==> config.mk <==
export PLATFORM = sky130hd
export DESIGN_NAME = lrs_front
export DESIGN_NICKNAME = d
export VERILOG_FILES = /design/src/design/lrs_pkg.sv /design/src/design/lrs_front.sv
export SDC_FILE = /design/constraint.sdc
export NUM_CORES = 1
export LEC_CHECK = 0
export BUFFER_PORTS_ARGS = -buffer_cell sky130_fd_sc_hd__buf_2
export CAP_MARGIN = 30
export CORE_ASPECT_RATIO = 0.8
export CORE_MARGIN = 1.5
export CORE_UTILIZATION = 45
export DETAILED_ROUTE_END_ITERATION = 16
export GPL_TIMING_DRIVEN = 0
export PLACE_DENSITY_LB_ADDON = 0.12
export SLEW_MARGIN = 20
export SYNTH_ARGS = -nofsm -noshare
export SYNTH_HDL_FRONTEND = slang
export SYNTH_SLANG_ARGS = --single-unit
==> constraint.sdc <==
create_clock -name clk -period 3.91 [get_ports clk]
set_input_delay 1.173 -clock clk [delete_from_list [all_inputs] [get_ports clk]]
set_output_delay 1.173 -clock clk [all_outputs]
set_load 0.01 [all_outputs]
==> src/design/lrs_pkg.sv <==
// ----------------------------------------------------------------------------
// lrs_pkg
// Shared types and codes for the labelled region statistics block.
// ----------------------------------------------------------------------------
package lrs_pkg;

    localparam int LABEL_W = 16;
    localparam int COORD_W = 9;
    localparam int COUNT_W = 28;
    localparam int SUM_W   = 37;
    localparam int CENT_W  = 17;
    localparam int CMD_W   = 2;
    localparam int STAT_W  = 2;

    localparam logic [CMD_W-1:0] CMD_ACC   = 2'd0;
    localparam logic [CMD_W-1:0] CMD_READ  = 2'd1;
    localparam logic [CMD_W-1:0] CMD_CLEAR = 2'd2;

    localparam logic [STAT_W-1:0] ST_OK    = 2'd0;
    localparam logic [STAT_W-1:0] ST_RANGE = 2'd1;
    localparam logic [STAT_W-1:0] ST_EMPTY = 2'd2;

    typedef enum logic [1:0] {
        K_ACC,
        K_READ,
        K_CLEAR,
        K_NOP
    } kind_t;

    // classified item passed from front to back
    typedef struct packed {
        kind_t                        kind;
        logic [STAT_W-1:0]            status;
        logic [LABEL_W-1:0]           label;
        logic [2:0][COORD_W-1:0]      pos;
    } item_t;

    // one table entry
    typedef struct packed {
        logic [COUNT_W-1:0]           count;
        logic [2:0][SUM_W-1:0]        sum;
        logic [2:0][COORD_W-1:0]      lo;
        logic [2:0][COORD_W-1:0]      hi;
    } entry_t;

endpackage

==> src/design/lrs_front.sv <==
// ----------------------------------------------------------------------------
// lrs_front
// Accepts command beats, classifies them and queues them for the back end.
// ----------------------------------------------------------------------------
module lrs_front
    import lrs_pkg::*;
#(
    parameter int NUM_REGIONS = 1024,
    parameter int MAX_DIM     = 512
)
(
    input  logic               clk,
    input  logic               rst_n,
    input  logic               in_valid,
    output logic               in_ready,
    input  logic [CMD_W-1:0]   command,
    input  logic [LABEL_W-1:0] label,
    input  logic [COORD_W-1:0] pos_x,
    input  logic [COORD_W-1:0] pos_y,
    input  logic [COORD_W-1:0] pos_z,
    output logic               q_valid,
    output item_t              q_item,
    input  logic               q_pop
);

    item_t       slot_reg [2];
    logic        wr_ptr_reg, wr_ptr_next;
    logic        rd_ptr_reg, rd_ptr_next;
    logic [1:0]  fill_reg, fill_next;
    item_t       cls;
    logic        push;
    logic        in_range;

    function automatic logic [COORD_W-1:0] sat(input logic [COORD_W-1:0] v);
        if (int'(v) > MAX_DIM - 1)
            return COORD_W'(MAX_DIM - 1);
        return v;
    endfunction

    assign in_range = (label != '0) && (int'(label) <= NUM_REGIONS);

    always_comb
    begin
        cls.label  = label;
        cls.pos[0] = sat(pos_x);
        cls.pos[1] = sat(pos_y);
        cls.pos[2] = sat(pos_z);
        cls.status = ST_OK;
        cls.kind   = K_NOP;
        unique case (command)
            CMD_ACC:
            begin
                if (label == '0)
                    cls.kind = K_NOP;
                else if (!in_range)
                    cls.status = ST_RANGE;
                else
                    cls.kind = K_ACC;
            end
            CMD_READ:
            begin
                if (in_range)
                    cls.kind = K_READ;
                else
                    cls.status = ST_RANGE;
            end
            CMD_CLEAR: cls.kind = K_CLEAR;
            default:   cls.kind = K_NOP;
        endcase
    end

    assign in_ready = (fill_reg != 2'd2);
    assign push     = in_valid && in_ready;
    assign q_valid  = (fill_reg != 2'd0);
    assign q_item   = slot_reg[rd_ptr_reg];

    always_comb
    begin
        wr_ptr_next = wr_ptr_reg ^ push;
        rd_ptr_next = rd_ptr_reg ^ q_pop;
        fill_next   = fill_reg + 2'(push) - 2'(q_pop);
    end

    always_ff @(posedge clk or negedge rst_n)
    begin
        if (!rst_n)
        begin
            wr_ptr_reg <= 1'b0;
            rd_ptr_reg <= 1'b0;
            fill_reg   <= 2'd0;
        end
        else
        begin
            wr_ptr_reg <= wr_ptr_next;
            rd_ptr_reg <= rd_ptr_next;
            fill_reg   <= fill_next;
        end
    end

    always_ff @(posedge clk)
    begin
        if (push)
            slot_reg[wr_ptr_reg] <= cls;
    end

endmodule

# After elaboration in Yosys (flattened, before gate mapping)
# Memory sizes are Yosys's and may differ from the RTL's.
# Cells that the tools add are included.
[totals]
reg_bits = 4
ram_bits = 94
in_bits = 49
output_inout_bits = 49
word_cells = 27
mem_count = 1
[op_classes]
add_sub_neg = 2
magnitude_cmp = 1
n_eq_ne = 3
n_mux = 9
n_bitwise = 2
n_reduce_logical = 6
[mem_list]
columns = ["memory", "depth", "word_bits", "read_ports", "rd_ports_with_merged_regs", "write_ports", "line_no", "rtl"]
rows = [
  ["slot_reg", 2, 47, 1, 0, 1, "lrs_front.sv:26", "item_t slot_reg [2];"],
]
[ops]
columns = ["operator", "count"]
rows = [
  ["$le A16 B11 Y1 const B", 1],
  ["$logic_not A16 Y1", 1],
  ["$reduce_bool A16 Y1", 1],
  ["$mux W2", 3],
  ["$pmux W2 S3", 1],
  ["$mux W1", 4],
  ["$pmux W2 S2", 1],
  ["$add A2 B1 Y2", 1],
  ["$eq A2 B1 Y1 const B", 1],
  ["$eq A2 B2 Y1 const B", 1],
  ["$logic_and A1 B1 Y1", 2],
  ["$logic_not A2 Y1", 1],
  ["$ne A2 B2 Y1 const B", 1],
  ["$reduce_bool A2 Y1", 1],
  ["$sub A2 B1 Y2", 1],
  ["$xor A1 B1 Y1", 2],
]

# Logic depth before layout (Yosys ltp)
[depth]
depth_word = 5
depth_mapped = 7
depth_no_buf = 7

# Least setup slack after synthesis
# Ideal clock, no wire load.
[synth_timing]
path_type = "input-to-reg"
startpoint = "input port in_valid"
endpoint = "memory slot_reg[1][0] in the netlist's numbering, enable pin"
setup_time_ns = 0.408
arrival_ns = 2.445
required_time_ns = 3.502
path_slack_ns = 1.057
stages = 3
n_path_buf = 0
path_cell_list = "nand2_1 -> inv_1 -> ha_1"
[synth_between]
elab_chain_len = 3
[synth_lines]
columns = ["item", "line_no", "rtl"]
rows = [
  ["from (decl)", "lrs_front.sv:14", "input logic in_valid,"],
  ["$logic_and A1 B1 Y1", "lrs_front.sv:73", "assign push = in_valid && in_ready;"],
  ["$mux W1", "lrs_front.sv:102", "if (push)"],
  ["$mux W1 (not written as such)", "lrs_front.sv:103", "slot_reg[wr_ptr_reg] <= cls;"],
  ["to (decl)", "lrs_front.sv:26", ""],
]
# No other way between the ends.

==> results summary <==
The multiplexer fraction of the synthesized cell area came out at 0.142. The number of nets in the final layout is 340. The overall track demand over capacity in global routing came out at 0.149.

By area the synthesized netlist is led by sky130_fd_sc_hd__edfxtp_1, sky130_fd_sc_hd__mux2_2, sky130_fd_sc_hd__dfrtp_1. The fill cell total of the finished layout came out at 660. sky130_fd_sc_hd__edfxtp_1 takes more of the synthesized area than any other cell. The shortest clock period the worst path allows after layout came out at 2.95 ns.

Setup violations remaining at the end of the flow were counted as 0. The initial antenna violation count is 0. The die width came out at 104 um. In this run the power spent charging and discharging nets is 0.900 mW. The largest individual stage delay along the critical path comes from the cell sky130_fd_sc_hd__mux2_2.

After layout, the worst setup slack is 0.964 ns. The post-synthesis compound-gate area fraction came out at 0.00445. The number of rows created at floorplan came out at 29. The final count of hold timing violations came to 0. The number of buffers added on ports is 96. The detailed router finished its first iteration with 76 violations. The area of the die is 8670 um2. The delay contributed by the slowest stage of the critical path came out at 0.39 ns. Counting distinct cell types in the post-synthesis netlist gives 23. The initial standard-cell utilization of the core is 0.462.

Of the available clock period, the critical path in the final layout requires 0.754. CTS saw 96 sinks. The clock tree from TritonCTS is built. The number of flip-flops in the largest register came out at 92.

For this run the aggregate overflow at the end of global routing stands at 0. The number of warnings reported in the yosys synthesis log is 0. In the routed layout, each cell is associated on average with a via count of 4.75. The count of antenna-violating nets left after detailed routing is 0.

The register share of total power is 0.479. The worst setup path is captured at a primary output. The congestion estimate from routability-driven global placement came to 0.668. The sequential area share after synthesis is 0.784. Measured against its own limit, the worst slew margin works out to 0.553. The cell area after synthesis came out at 3650 um2.

The required time at the endpoint of the critical path is 2.74 ns. Post-CTS timing repair inserted 0 buffers for setup. The largest family of logic cells by synthesized area is multiplexers. Of the total synthesized cell area, the portion taken by full adders, half adders and majority gates is 0.0137.

The relative area change from synthesis to final layout came out at 22.6%. The worst clock skew is 0.00822 ns. The xor-xnor portion of the synthesized cell area came out at 0.00959. The area of the placeable core is 7910 um2. The finished cells cover 4480 um2. The total instance count after detailed placement came out at 384. The deepest level of the CTS H-tree came out at 3. The combinational power share came out at 0.321. The setup slack at placement came out at 1.29 ns. At the pin with the least slew margin, the transition time is 0.670 ns. The most prevalent standard cell on the critical path is sky130_fd_sc_hd__buf_2. The kind of critical path is reg -> out. In this run, synthesis produced a sequential element count of 96.

The root buffer cell chosen for the clock tree is sky130_fd_sc_hd__clkbuf_8. The area share of the largest cell type after synthesis came out at 0.756. The critical path goes through buf_2 -> buf_2 -> mux2_2 -> buf_2. The maximum achievable frequency came out at 0.339 GHz. The share of power burned in the clock network came out at 0.199. The overall die height is 83.6 um.

The startpoint kind of the worst setup timing path is a register. The detailed placement HPWL is 3890 um. The number of antenna diodes in the final layout is 0. The final-report max-slew violation count came out at 0. Hold repair after CTS inserted 0 buffers. After clock tree synthesis, the repair step resized 0 gates. The gate count of the mapped netlist came out at 180. The finished layout holds 399 standard cells, fillers aside.

The final layout contains routed wiring with a total length of 5940 um. The power density normalized to cell area came out at 680 nW/um2. The tightest hold margin is 0.525 ns. The number of violations of the max-capacitance limit came out at 0.

The CTS buffer count came out at 9. The number of detailed-routing iterations run before antenna repair is 4. The switching share of power is 0.296. The run finished with clean final reports. Clock-pin slew was measured on the worst setup and hold paths at 0.08 ns.

The maximum fanout along the worst path came out at 10. The worst reg-to-reg setup slack is 2.20 ns. The number of buffers on the longest clock path came out at 2. The path class of the tightest hold or removal check is reg -> reg. The total I/O pin count came out at 98.

The leakage power summed over all cells came out at 1.67 nW. Across the VDD grid, the largest voltage drop is 0.293 mV. After routing, the total negative slack on setup checks comes to 0 ns. The number of nets handed over by synthesis was 233. The internal cell power is 2.14 mW.

The via count of the first global-routing pass came out at 1940. The via total after detailed routing came out at 1896. The largest net degree at the start of global routing is 47. The ratio of cells with drive above 1 in the final layout is 0.550. Of the total synthesized cell area, the portion taken by AND, OR, NAND and NOR gates is 0.0315. The post-synthesis average cell area came out at 20.3 um2.

In the final routed layout, each cell accounts on average for 14.9 um. The remaining design rule violation count came out at 0. The clock insertion delay at the later pin of the skew report came out at 0.35 ns. Setup repair after global routing left no endpoint under its margin. The wire length of the first global-routing pass came out at 9720 um. The arrival time at the worst endpoint came out at 1.77 ns.

Summing all placed instances gives a cell area of 4290 um2.
[worst max-delay path: cells and delay by family, from the launching register on]
family,cells,cell delay (ns)
muxes,1,0.39
DFF,1,0.34
buffers and inverters,3,0.71
[power by group through the flow]
| stage | clock network [mW] | logic, mW | registers, mW |
|---|---|---|---|
| final | 0.607 | 0.978 | 1.46 |
| after CTS | 0.628 | 1.00 | 1.46 |
| after floorplan | 0 | 0.618 | 1.47 |
| after detailed placement | 0 | 0.999 | 1.48 |
| after global placement | 0 | 0.971 | 1.49 |
| after global routing | 0.662 | 1.07 | 1.48 |
[path summary, 6_finish.rpt]
path,startpoint,depth (start not counted),endpoint
min in group asynchronous,rst_n,1,fill_reg[0]
max in group asynchronous,rst_n,1,rd_ptr_reg
setup reg to reg,fill_reg[0],4,slot_reg[0][5]
hold reg to reg,fill_reg[1],1,fill_reg[1]
setup / recovery,rd_ptr_reg,4,q_item[14]
hold / removal,fill_reg[1],1,fill_reg[1]
[metal layers]
metal / part of all wire / GRT usage / vias up
li1: - / - / 907
met1: 0.44 / 0.184 / 920
met2: 0.49 / 0.247 / 62
met3: 0.053 / 0.0492 / 7
met4: 0.0089 / 0.0530 / 0
met5: 0 / 0 / -
[layout make-up]
class                      instances  area [um2]  area share
timing repair buffer              96         480       0.107
sequential                        96        2860       0.639
multi-input combinational         73         763       0.170
clock inverter                     5        57.6      0.0129
clock buffer                      10         128      0.0285
inverter                           5        18.8     0.00419
tap                              108         135      0.0302
buffer                             6        32.5     0.00726
[per-stage QoR]
stage / power (mW) / utilization
2_1_floorplan: 2.09 / -
3_3_place_gp: 2.46 / 0.540
3_5_place_dp: 2.48 / 0.543
4_1_cts: 3.09 / 0.566
5_1_grt: 3.21 / 0.566
6_report: 3.04 / 0.566
[logic make-up (layout without fill, tap and decap cells)]
group                    after synthesis  in the layout
AND/OR/NAND/NOR                       16             16
multiplexers                          46             46
buffers and inverters                 11            122
other                                  1              1
XOR/XNOR                               4              4
flip-flops                            96             96
adder cells (fa/ha/maj)                4              4
AO/OA/AOI/OAI                          2              2
[synth_stat cells (all sizes together)]
cell type and instances:
or2 1, inv 5, ha 4, nor2 4, xnor2 3, nor3 3
conb 1, a211oi 1, nor4b 1, buf 6, or3 1, dfrtp 4
mux2 46, xor2 1, nand3 1, a221oi 1, nand2b 1, nand2 2
nor4 2, edfxtp 92
[placed cells by master, fill, tap and decap left out, drive strengths merged]
cell type,n
ha,4
a211oi,1
nor2,4
or3,1
or2,1
edfxtp,92
a221oi,1
nand2b,1
nand2,2
xor2,1
bufinv,1
inv,6
clkinv,1
clkbuf,10
nor4b,1
nor4,2
dfrtp,4
nor3,3
buf,102
nand3,1
xnor2,3
mux2,46
clkinvlp,2
conb,1
No activity file was read; power rests on OpenSTA's default activity.
